$ cat src/hdl/sfi_pkg.sv
// Shared types and constants of the hole fill core.
package sfi_pkg;

   localparam int CSR_DATA_BITS  = 9;
   localparam int CSR_INDEX_BITS = 1;

   typedef enum logic [CSR_INDEX_BITS-1:0] {
      CSR_IMAGE_WIDTH  = 1'b0,
      CSR_IMAGE_HEIGHT = 1'b1
   } csr_index_type;

   localparam logic CMD_LOAD  = 1'b0;
   localparam logic CMD_FETCH = 1'b1;

   typedef struct packed {
      logic busy;
      logic done;
   } fill_status_type;

endpackage

$ cat src/hdl/sfi_divider.sv
// Restoring divider, one quotient bit per cycle.
module sfi_divider #(
   parameter int NUM_BITS = 16,
   parameter int DEN_BITS = 9
) (
   input  logic                clock,
   input  logic                reset,
   input  logic                start,
   input  logic [NUM_BITS-1:0] dividend,
   input  logic [DEN_BITS-1:0] divisor,
   output logic                done,
   output logic [NUM_BITS-1:0] quotient,
   output logic [DEN_BITS-1:0] remainder
);
   localparam int CNT_BITS = $clog2(NUM_BITS + 1);

   logic                busy_ff;
   logic                done_ff;
   logic [CNT_BITS-1:0] cnt_ff;
   logic [NUM_BITS-1:0] quo_ff;
   logic [DEN_BITS-1:0] rem_ff;
   logic [DEN_BITS:0]   partial_in;
   logic [DEN_BITS:0]   diff_in;
   logic                ge_in;

   assign partial_in = {rem_ff, quo_ff[NUM_BITS-1]};
   assign ge_in      = partial_in >= {1'b0, divisor};
   assign diff_in    = partial_in - {1'b0, divisor};

   always_ff @(posedge clock) begin
      if (reset) begin
         busy_ff <= 1'b0;
         done_ff <= 1'b0;
         cnt_ff  <= '0;
      end else begin
         done_ff <= 1'b0;
         if (start) begin
            busy_ff <= 1'b1;
            cnt_ff  <= CNT_BITS'(NUM_BITS);
            quo_ff  <= dividend;
            rem_ff  <= '0;
         end else if (busy_ff) begin
            rem_ff <= ge_in ? diff_in[DEN_BITS-1:0] : partial_in[DEN_BITS-1:0];
            quo_ff <= {quo_ff[NUM_BITS-2:0], ge_in};
            cnt_ff <= cnt_ff - 1'b1;
            if (cnt_ff == CNT_BITS'(1)) begin
               busy_ff <= 1'b0;
               done_ff <= 1'b1;
            end
         end
      end
   end

   assign done      = done_ff;
   assign quotient  = quo_ff;
   assign remainder = rem_ff;
endmodule

$ cat src/hdl/sfi_fill_engine.sv
// Fill sequencer: row pass then column pass over the frame store.
module sfi_fill_engine #(
   parameter int MAX_WIDTH   = 256,
   parameter int MAX_HEIGHT  = 256,
   parameter int SAMPLE_BITS = 16
) (
   input  logic                                clock,
   input  logic                                reset,
   input  logic                                start,
   input  logic [$clog2(MAX_WIDTH+1)-1:0]      width,
   input  logic [$clog2(MAX_HEIGHT+1)-1:0]     height,
   output sfi_pkg::fill_status_type            status,
   output logic                                mem_we,
   output logic [$clog2(MAX_WIDTH*MAX_HEIGHT)-1:0] mem_waddr,
   output logic [SAMPLE_BITS:0]                mem_wdata,
   output logic [$clog2(MAX_WIDTH*MAX_HEIGHT)-1:0] mem_raddr,
   input  logic [SAMPLE_BITS:0]                mem_rdata
);
   import sfi_pkg::*;

   localparam int SB   = SAMPLE_BITS;
   localparam int AW   = $clog2(MAX_WIDTH*MAX_HEIGHT);
   localparam int MAXD = (MAX_WIDTH > MAX_HEIGHT) ? MAX_WIDTH : MAX_HEIGHT;
   localparam int DW   = $clog2(MAXD + 1);
   localparam int LW   = $clog2(MAXD + 2);
   localparam int RW   = LW + 2;

   typedef enum logic [3:0] {
      S_IDLE, S_LINE_INIT, S_RD, S_EV, S_DIV_START, S_DIV_WAIT, S_WR, S_LINE_NEXT, S_DONE
   } state_type;

   state_type              state_ff;
   logic                   pass_ff;
   logic [DW-1:0]          line_ff;
   logic [AW-1:0]          base_ff;
   logic [DW-1:0]          pos_ff;
   logic [AW-1:0]          addr_ff;
   logic                   has_l_ff;
   logic signed [SB-1:0]   f_ff;
   logic                   in_run_ff;
   logic [AW-1:0]          run_addr_ff;
   logic [DW-1:0]          run_len_ff;
   logic                   end_line_ff;
   logic signed [SB-1:0]   fbase_ff;
   logic [SB-1:0]          mag_ff;
   logic                   neg_ff;
   logic [SB:0]            q_ff;
   logic [RW-1:0]          r_ff;
   logic [AW-1:0]          k_addr_ff;
   logic [DW-1:0]          k_cnt_ff;

   logic [DW-1:0]          n_in;
   logic [DW-1:0]          lines_in;
   logic [AW-1:0]          stride_in;
   logic [AW-1:0]          base_step_in;
   logic                   pix_ok_in;
   logic signed [SB-1:0]   pix_val_in;
   logic signed [SB:0]     diff_in;
   logic [SB:0]            abs_in;
   logic                   last_pos_in;
   logic [LW-1:0]          den_in;
   logic [RW-1:0]          twice_den_in;
   logic                   div_done;
   logic [SB-1:0]          q0;
   logic [LW-1:0]          rem0;
   logic [RW-1:0]          rinit_in;
   logic [RW-1:0]          rstep_in;
   logic signed [SB+1:0]   value_in;

   assign n_in         = pass_ff ? DW'(height) : DW'(width);
   assign lines_in     = pass_ff ? DW'(width) : DW'(height);
   assign stride_in    = pass_ff ? AW'(width) : AW'(1);
   assign base_step_in = pass_ff ? AW'(1) : AW'(width);
   assign pix_ok_in    = mem_rdata[SB];
   assign pix_val_in   = mem_rdata[SB-1:0];
   assign diff_in      = {pix_val_in[SB-1], pix_val_in} - {f_ff[SB-1], f_ff};
   assign abs_in       = diff_in[SB] ? -diff_in : diff_in;
   assign last_pos_in  = pos_ff == n_in - 1'b1;
   assign den_in       = LW'(run_len_ff) + 1'b1;
   assign twice_den_in = {1'b0, den_in, 1'b0};
   assign rinit_in     = {1'b0, rem0, 1'b0} + RW'(den_in);
   assign rstep_in     = r_ff + {1'b0, rem0, 1'b0};
   // interpolated value = base +/- rounded magnitude
   assign value_in     = neg_ff ? ({{2{fbase_ff[SB-1]}}, fbase_ff} - $signed({1'b0, q_ff}))
                                : ({{2{fbase_ff[SB-1]}}, fbase_ff} + $signed({1'b0, q_ff}));

   sfi_divider #(.NUM_BITS(SB), .DEN_BITS(LW)) u_div (
      .clock     (clock),
      .reset     (reset),
      .start     (state_ff == S_DIV_START),
      .dividend  (mag_ff),
      .divisor   (den_in),
      .done      (div_done),
      .quotient  (q0),
      .remainder (rem0)
   );

   assign mem_raddr   = addr_ff;
   assign mem_we      = state_ff == S_WR;
   assign mem_waddr   = k_addr_ff;
   assign mem_wdata   = {1'b1, value_in[SB-1:0]};
   assign status.busy = state_ff != S_IDLE;
   assign status.done = state_ff == S_DONE;

   always_ff @(posedge clock) begin
      if (reset) begin
         state_ff  <= S_IDLE;
         pass_ff   <= 1'b0;
         in_run_ff <= 1'b0;
         has_l_ff  <= 1'b0;
      end else begin
         unique case (state_ff)
            S_IDLE: begin
               if (start) begin
                  pass_ff  <= 1'b0;
                  line_ff  <= '0;
                  base_ff  <= '0;
                  state_ff <= S_LINE_INIT;
               end
            end
            S_LINE_INIT: begin
               pos_ff    <= '0;
               addr_ff   <= base_ff;
               has_l_ff  <= 1'b0;
               in_run_ff <= 1'b0;
               state_ff  <= S_RD;
            end
            S_RD: begin
               state_ff <= S_EV;
            end
            S_EV: begin
               if (pix_ok_in) begin
                  f_ff      <= pix_val_in;
                  has_l_ff  <= 1'b1;
                  in_run_ff <= 1'b0;
                  if (in_run_ff) begin
                     // run closed on the right; copy if no left neighbor
                     fbase_ff    <= has_l_ff ? f_ff : pix_val_in;
                     neg_ff      <= has_l_ff & diff_in[SB];
                     mag_ff      <= has_l_ff ? abs_in[SB-1:0] : '0;
                     end_line_ff <= last_pos_in;
                     state_ff    <= S_DIV_START;
                  end else if (last_pos_in) begin
                     state_ff <= S_LINE_NEXT;
                  end else begin
                     pos_ff   <= pos_ff + 1'b1;
                     addr_ff  <= addr_ff + stride_in;
                     state_ff <= S_RD;
                  end
               end else begin
                  in_run_ff <= 1'b1;
                  if (!in_run_ff) begin
                     run_addr_ff <= addr_ff;
                     run_len_ff  <= DW'(1);
                  end else begin
                     run_len_ff <= run_len_ff + 1'b1;
                  end
                  if (last_pos_in) begin
                     if (has_l_ff) begin
                        // trailing run copies its left neighbor
                        fbase_ff    <= f_ff;
                        neg_ff      <= 1'b0;
                        mag_ff      <= '0;
                        end_line_ff <= 1'b1;
                        state_ff    <= S_DIV_START;
                     end else begin
                        state_ff <= S_LINE_NEXT;
                     end
                  end else begin
                     pos_ff   <= pos_ff + 1'b1;
                     addr_ff  <= addr_ff + stride_in;
                     state_ff <= S_RD;
                  end
               end
            end
            S_DIV_START: begin
               state_ff <= S_DIV_WAIT;
            end
            S_DIV_WAIT: begin
               if (div_done) begin
                  if (rinit_in >= twice_den_in) begin
                     r_ff <= rinit_in - twice_den_in;
                     q_ff <= {1'b0, q0} + 1'b1;
                  end else begin
                     r_ff <= rinit_in;
                     q_ff <= {1'b0, q0};
                  end
                  k_addr_ff <= run_addr_ff;
                  k_cnt_ff  <= run_len_ff;
                  state_ff  <= S_WR;
               end
            end
            S_WR: begin
               if (rstep_in >= twice_den_in) begin
                  r_ff <= rstep_in - twice_den_in;
                  q_ff <= q_ff + {1'b0, q0} + 1'b1;
               end else begin
                  r_ff <= rstep_in;
                  q_ff <= q_ff + {1'b0, q0};
               end
               k_addr_ff <= k_addr_ff + stride_in;
               k_cnt_ff  <= k_cnt_ff - 1'b1;
               if (k_cnt_ff == DW'(1)) begin
                  if (end_line_ff) begin
                     state_ff <= S_LINE_NEXT;
                  end else begin
                     pos_ff   <= pos_ff + 1'b1;
                     addr_ff  <= addr_ff + stride_in;
                     state_ff <= S_RD;
                  end
               end
            end
            S_LINE_NEXT: begin
               if (line_ff == lines_in - 1'b1) begin
                  if (!pass_ff) begin
                     pass_ff  <= 1'b1;
                     line_ff  <= '0;
                     base_ff  <= '0;
                     state_ff <= S_LINE_INIT;
                  end else begin
                     state_ff <= S_DONE;
                  end
               end else begin
                  line_ff  <= line_ff + 1'b1;
                  base_ff  <= base_ff + base_step_in;
                  state_ff <= S_LINE_INIT;
               end
            end
            S_DONE: begin
               state_ff <= S_IDLE;
            end
            default: begin
               state_ff <= S_IDLE;
            end
         endcase
      end
   end
endmodule

$ cat config.mk
export PLATFORM = sky130hd
export DESIGN_NAME = sfi_fill_engine
export DESIGN_NICKNAME = d
export VERILOG_FILES = /design/src/hdl/sfi_pkg.sv /design/src/hdl/sfi_divider.sv /design/src/hdl/sfi_fill_engine.sv
export SDC_FILE = /design/constraint.sdc
export NUM_CORES = 1
export LEC_CHECK = 0
export ABC_CLOCK_PERIOD_IN_PS = 6700
export BUFFER_PORTS_ARGS = -buffer_cell sky130_fd_sc_hd__buf_2
export CAP_MARGIN = 20
export CORE_UTILIZATION = 38
export DETAILED_ROUTE_END_ITERATION = 12
export SYNTH_ARGS = -nofsm -noshare
export SYNTH_HDL_FRONTEND = slang
export SYNTH_SLANG_ARGS = --single-unit
$ cat constraint.sdc
create_clock -name clock -period 6.7 [get_ports clock]
set_input_delay 0 -clock clock [delete_from_list [all_inputs] [get_ports clock]]
set_output_delay 0 -clock clock [all_outputs]
set_load 0.02 [all_outputs]
# Word-level counts from Yosys, hierarchy flattened
# Index checks and enable logic that the tools add are counted.
[totals]
ff_bits = 217
in_bits = 38
[op_classes]
add_sub_neg = 22
order_cmp = 3
eq_ne = 21
n_mux = 85
n_bitwise = 5
reduce_logical = 22
[ops]
columns = ["cell", "n"]
rows = [
  ["two-way mux 16 bit", 23],
  ["two-way mux 9 bit", 15],
  ["case mux 16 bit (2 select lines)", 2],
  ["two-way mux 17 bit", 3],
  ["adder 16 x 9 -> 16 bit", 3],
  ["case mux 16 bit (3 select lines)", 1],
  ["case mux 9 bit (2 select lines)", 2],
  ["case mux 17 bit (2 select lines)", 1],
  ["two-way mux 11 bit", 3],
  ["case mux 4 bit (8 select lines)", 1],
  ["two-way mux 4 bit", 7],
  ["adder 9 x 1 -> 9 bit, second input constant", 3],
  ["case mux 9 bit (3 select lines)", 1],
  ["subtractor 9 x 1 -> 9 bit, second input constant", 3],
  ["greater-or-equal comparator 11 x 10 -> 1 bit", 2],
  ["case mux 11 bit (2 select lines)", 1],
  ["subtractor 11 x 10 -> 11 bit", 2],
  ["equality test 9 bit", 2],
  ["adder 16 x 1 -> 17 bit, second input constant", 1],
  ["adder 17 x 1 -> 17 bit, second input constant", 1],
  ["adder 17 x 16 -> 17 bit", 1],
  ["subtractor 16 x 16 -> 17 bit", 1],
  ["adder 16 bit", 1],
  ["equality test 4 x 3 -> 1 bit, second input constant", 4],
  ["other kinds (32)", 74],
]

# Longest topological paths before layout
[logic_depth]
word_depth = 7
mapped_depth = 22

# Cells and area by module
# Synthesis repeated with hierarchy kept, for this count alone.
[hier_totals]
cells_unflattened = 1767
hier_area_um2 = 16574.6
[modules_own_cells]
columns = ["mod", "instances", "cells_each", "area_per_inst_um2", "seq_area_each_um2"]
rows = [
  ["sfi_fill_engine", 1, 1612, 14736.6, 5455.2],
  ["sfi_divider", 1, 155, 1838.0, 890.9],
]

# Least setup slack after synthesis
# No wires, ideal clock.
[synth_path]
kind = "flip-flop to flip-flop"
startpoint = "register pass_ff"
endpoint = "register end_line_ff (enable)"
setup_ns = 0.475
arrival_ns = 5.177
t_required_ns = 6.225
path_slack_ns = 1.048
path_stages_with_launch = 15
n_path_buf = 4
cell_sequence = "dfxtp_1 -> buf_2 -> clkbuf_1 -> buf_2 -> buf_2 -> a21oi_1 -> ha_1 -> o21ai_0 -> or2_2 -> a211oi_1 -> a21oi_1 -> a211oi_1 -> o211ai_1 -> o21ai_0 -> nor3b_1"
[synth_between]
elab_chain_len = 5
[synth_rtl]
columns = ["item", "line_no", "text"]
rows = [
  ["start, declared", "sfi_fill_engine.sv:33", "logic pass_ff;"],
  ["start signal, assigned", "sfi_fill_engine.sv:108", "pass_ff <= 1'b0;"],
  ["start signal, assigned", "sfi_fill_engine.sv:115", "pass_ff <= 1'b0;"],
  ["start signal, assigned", "sfi_fill_engine.sv:216", "pass_ff <= 1'b1;"],
  ["two-way mux 9 bit", "sfi_fill_engine.sv:70", "assign n_in = pass_ff ? DW'(height) : DW'(width);"],
  ["subtractor 9 x 1 -> 9 bit", "sfi_fill_engine.sv:78", "assign last_pos_in = pos_ff == n_in - 1'b1;"],
  ["equality test 9 bit", "sfi_fill_engine.sv:78", ""],
  ["nonzero test 2 bit (no source line)", "n/a", ""],
  ["AND reduction 5 bit (no source line)", "n/a", ""],
  ["end signal, assigned", "sfi_fill_engine.sv:141", "end_line_ff <= last_pos_in;"],
  ["end, declared", "sfi_fill_engine.sv:43", "logic end_line_ff;"],
]
# No other way between the ends.
# A chain may end at the register's enable or synchronous reset.

# Worst setup path in the final report
[layout_path]
startpoint = "register run_len_ff[0]"
endpoint = "register q_ff[13], data pin"
[layout_between]
elab_chain_len = 6
elab_cells_between_ends = 8
cone_classes = "2 x add/sub; 2 x order compare; 4 x mux"
[layout_rtl]
columns = ["item", "line_no", "text"]
rows = [
  ["start, declared", "sfi_fill_engine.sv:42", "logic [DW-1:0] run_len_ff;"],
  ["start signal, assigned", "sfi_fill_engine.sv:156", "run_len_ff <= run_len_ff + 1'b1;"],
  ["adder 9 x 1 -> 9 bit *", "sfi_fill_engine.sv:79", "assign den_in = LW'(run_len_ff) + 1'b1;"],
  ["net den_in[1]", "sfi_fill_engine.sv:61", "logic [LW-1:0] den_in;"],
  ["adder 10 x 9 -> 11 bit", "sfi_fill_engine.sv:81", "assign rinit_in = {1'b0, rem0, 1'b0} + RW'(den_in);"],
  ["greater-or-equal comparator 11 x 10 -> 1 bit", "sfi_fill_engine.sv:181", "if (rinit_in >= twice_den_in) begin"],
  ["two-way mux 17 bit", "sfi_fill_engine.sv:181", ""],
  ["two-way mux 17 bit", "sfi_fill_engine.sv:180", "if (div_done) begin"],
  ["case mux 17 bit (2 select lines) *", "sfi_fill_engine.sv:112", "unique case (state_ff)"],
  ["end signal, assigned", "sfi_fill_engine.sv:183", "q_ff <= {1'b0, q0} + 1'b1;"],
  ["end signal, assigned", "sfi_fill_engine.sv:186", "q_ff <= {1'b0, q0};"],
  ["end signal, assigned", "sfi_fill_engine.sv:196", "q_ff <= q_ff + {1'b0, q0} + 1'b1;"],
  ["end, declared", "sfi_fill_engine.sv:47", "logic [SB:0] q_ff;"],
]
# The timed path passes the listed nets; every way through them passes the cells marked *. The select of a mux whose other input is x is not followed.

==> flow_summary.json <==
{
  "outcome": "complete, no violations",
  "io_buffers": 88,
  "powerDensity_nw_per_um2": 173.3,
  "max_stage_delay_ns": 0.60,
  "p_switching_mw": 0.7389,
  "wl_met2_microns": 17090,
  "p_int_mw": 2.447,
  "fin_crit_sh_pct": 75.15,
  "cts_root_buf": "clkbuf_16",
  "fmax_ghz": 0.1986,
  "grt_usage_pct": 17.55,
  "start_kind": "flop",
  "path_class": "flop to flop",
  "multiInputGateArea_sq_um": 9380,
  "rr_endpoint": "q_ff[13]",
  "synth_edf_count": 202,
  "vias_per_cell": 5.309,
  "sequentialPowerShare_pct": 47.2,
  "path_max_fanout": 23,
  "rsz0062_at_grt": "false",
  "ys_types": 73,
  "ys_ff_latch": 216,
  "ys_seq_area_share_pct": 39.10,
  "die-area_sq_um": 43540,
  "wl_met3_microns": 1498,
  "drc": 0,
  "cp_slowest_cell": "nand2b_1",
  "rr_worst_depth": 18,
  "fillCellCount": 4016,
  "antenna_found_initial": 0,
  "synth-main-ff-cell": "edfxtp_1",
  "hpwl_microns": 29230,
  "async_flop_share_pct": 0,
  "critPathRequiredTime_ns": 6.96,
  "vias": 12590,
  "end_kind": "flop",
  "gp_congestion": 0.8992,
  "grt_pass1_vias": 12150,
  "area_growth_pct": 13.25,
  "cts.sinks": 216,
  "grt_max_degree": 70,
  "avgSynthCellArea_sq_um": 9.486,
  "clkLatencyLatePin_ns": 0.54,
  "cts.reportedPaths.clkPinSlew_ns": 0.07,
  "tightest_slew_ns": 0.9446,
  "finalSetupTns_ns": 0,
  "top_layer": "met4",
  "min_path_type": "input port to flop",
  "cts_tree": "done",
  "synthesis.nets": 1892,
  "avgRoutedWirePerCell_microns": 16.15,
  "rows": 75,
  "grt_pass1_wl_microns": 62440,
  "synth_top_area_share_pct": 37.37,
  "grt_overflow": 0,
  "core_area_sq_um": 42040,
  "fin_skew_ns": 0.01985,
  "cp-startpoint": "run_len_ff[0]",
  "timing.rr.start": "run_len_ff[0]",
  "wl_microns": 38300,
  "initial_utilization_pct": 38.61,
  "ant_nets": 0,
  "peakVddDrop_uv": 319.9,
  "synth_area_sq_um": 16230,
  "hold_viol_final": 0,
  "die_h_microns": 208.7,
  "drt_pass1_iterations": 5,
  "p_leak_nw": 7.066,
  "drv_cap": 0,
  "diodes": 0,
  "hp-start": "width[1]",
  "syn_inst": 1711,
  "holdPathStages": 4,
  "layout_min_cycle_time_ns": 5.035,
  "maxSlewHeadroom_pct": 37.02,
  "yosys-top-cells-area": "edfxtp_1 37%, ha_1 10%, xnor2_1 6.9%",
  "die_w_microns": 208.7,
  "maxSlewViolCount": 0,
  "yosysWarnings": 0,
  "cp_cell_sequence": "ha_1, ha_1, fa_1, a21oi_1, nor2_1, nor2_1, o21bai_1, a21oi_1, o21ai_0, xor2_1, ha_1, o21a_1, o22ai_1, nand2b_1, nor3b_1, nand3_1, xor2_1, mux2i_1",
  "swShare_pct": 23.19,
  "drive_above_1_share_pct": 10.75,
  "rrSetupSlack_ns": 1.66,
  "yosysTopAreaCell": "edfxtp_1",
  "p_comb_share_pct": 8.4,
  "ctsLongestPathBuffers": 3,
  "layout.nets": 1995,
  "path_common_cell": "ha_1",
  "drtIter0Drc": 844,
  "crit_end": "q_ff[13]",
  "cp.arrival_ns": 5.29,
  "h-tree-depth": 1,
  "clockPowerShare_pct": 44.4,
  "worst_hold_slack_ns": 0.09351,
  "met1Wirelength_microns": 19040,
  "seq_area_sq_um": 6346,
  "cts_buffers": 25,
  "setup_viol": 0,
  "boundaryPins": 90
}
## synthesized netlist by cell type, types with 13 or more instances
| library cell | number |
|---|---|
| edfxtp_1 | 202 |
| nor2_1 | 161 |
| ha_1 | 132 |
| nand2_1 | 127 |
| xnor2_1 | 127 |
| o21ai_0 | 124 |
| a21oi_1 | 123 |
| inv_1 | 97 |
| xor2_1 | 85 |
| nor3_1 | 44 |
| clkbuf_1 | 36 |
| nand3_1 | 35 |
| nor2b_1 | 31 |
| a211oi_1 | 27 |
| a21o_1 | 25 |
| nand4_1 | 25 |
| and2_1 | 22 |
| and3_1 | 21 |
| o21bai_1 | 21 |
| mux2_2 | 20 |
| mux2i_1 | 18 |
| nand2b_1 | 17 |
| dfxtp_1 | 14 |
| nor4_1 | 14 |
| nor3b_1 | 13 |
## sequential cells by signal (all words and copies together), names as in the netlist, 16 cells and up
register        count
base_ff            16
f_ff               16
fbase_ff           16
mag_ff             16
mem_raddr          16
mem_waddr          16
q_ff               16
run_addr_ff        16
u_div.quotient     16
## per-stage QoR
step	utilization (%)	instances	total power [mW]	cell area [sq um]	setup WS, ns
floorplan	-	1711	1.716	16230	1.048
global placement	41.22	2305	1.783	17330	1.742
detailed placement	41.22	2305	1.788	17330	1.640
CTS	43.70	2370	3.221	18370	1.635
global route	43.72	2371	3.306	18380	1.186
finish	43.72	2371	3.186	18380	1.665
## power by group through the flow
stage          Sequential [mW]  Clock [mW]  Combinational (mW)
6_report                  1.50        1.41               0.268
5_1_grt                   1.51        1.50               0.300
4_1_cts                   1.50        1.45               0.267
3_5_place_dp              1.53           0               0.256
3_3_place_gp              1.53           0               0.252
2_1_floorplan             1.53           0               0.187
## cells by family after synthesis
family,after synthesis,share of synthesized area (%)
simple gates,552,16.76
fa+ha+maj,143,11.53
mux,38,2.498
xor+xnor,213,11.54
flops,216,39.10
other cells,1,0.02310
buf+inv,147,3.492
compound gates,401,15.06
## worst max-delay path, delay by kind of cell, from the launching register on
family,cells,cell delay (ns)
XOR/XNOR,2,0.33
AND/OR/NAND/NOR,5,1.48
AO/OA/AOI/OAI,6,0.85
multiplexers,1,0.08
adder cells (fa/ha/maj),4,1.50
flip-flops,1,0.51
## layer usage
metal  up-vias  global-route usage (%)
met5         -                       0
met4         0                   4.589
met3        39                   1.608
met2       233                   27.94
met1      5940                   25.50
li1       6376                       -
## layout by cell type, fill, tap and decap left out, types with 9 or more instances in the layout
cell             n
and2_1          22
nand2b_1        17
nand2_1        127
mux2i_1         18
ha_1           132
and3_1          21
buf_4           16
o21ai_0        124
nor2b_1         30
nand4_1         25
a21oi_1        122
buf_2           88
inv_1           97
xnor2_1        127
o21bai_1        21
mux2_2          20
nor3_1          43
dlygate4sd3_1   20
nand3_1         34
clkbuf_16       25
or3_1           10
nor4_1          13
or2_2            9
fa_1            11
edfxtp_1       202
a21o_1          25
nor3b_1         11
dfxtp_1         14
xor2_1          85
a211oi_1        27
nor2_1         158
a21boi_0         9
o31ai_1         11
o21a_1          11
a31oi_1          9
## worst min-delay path by stage
stage	slack [ns]	end
floorplan	0.1	pass_ff
global placement	0.21	f_ff[14]
detailed placement	0.21	f_ff[14]
CTS	0.07	base_ff[1]
global route	0.11	base_ff[1]
finish	0.09	base_ff[1]
## final cells by class
| cell class | count | area share [%] |
|---|---|---|
| multi-input cells | 1348 | 51.03 |
| flip-flops and latches | 216 | 34.52 |
| repair buffers | 125 | 4.200 |
| well taps | 539 | 3.669 |
| clock buffers | 30 | 3.560 |
| inverters | 98 | 2.001 |
| clock inverters | 15 | 1.014 |
## timing repair
action	in CTS	in global routing
hold buffers	20	0
gates resized for setup	0	0
setup buffers	0	0
setup endpoints to repair	0	0
hold endpoints to repair	38	0
Note: power is estimated with default switching activity, not from simulation.
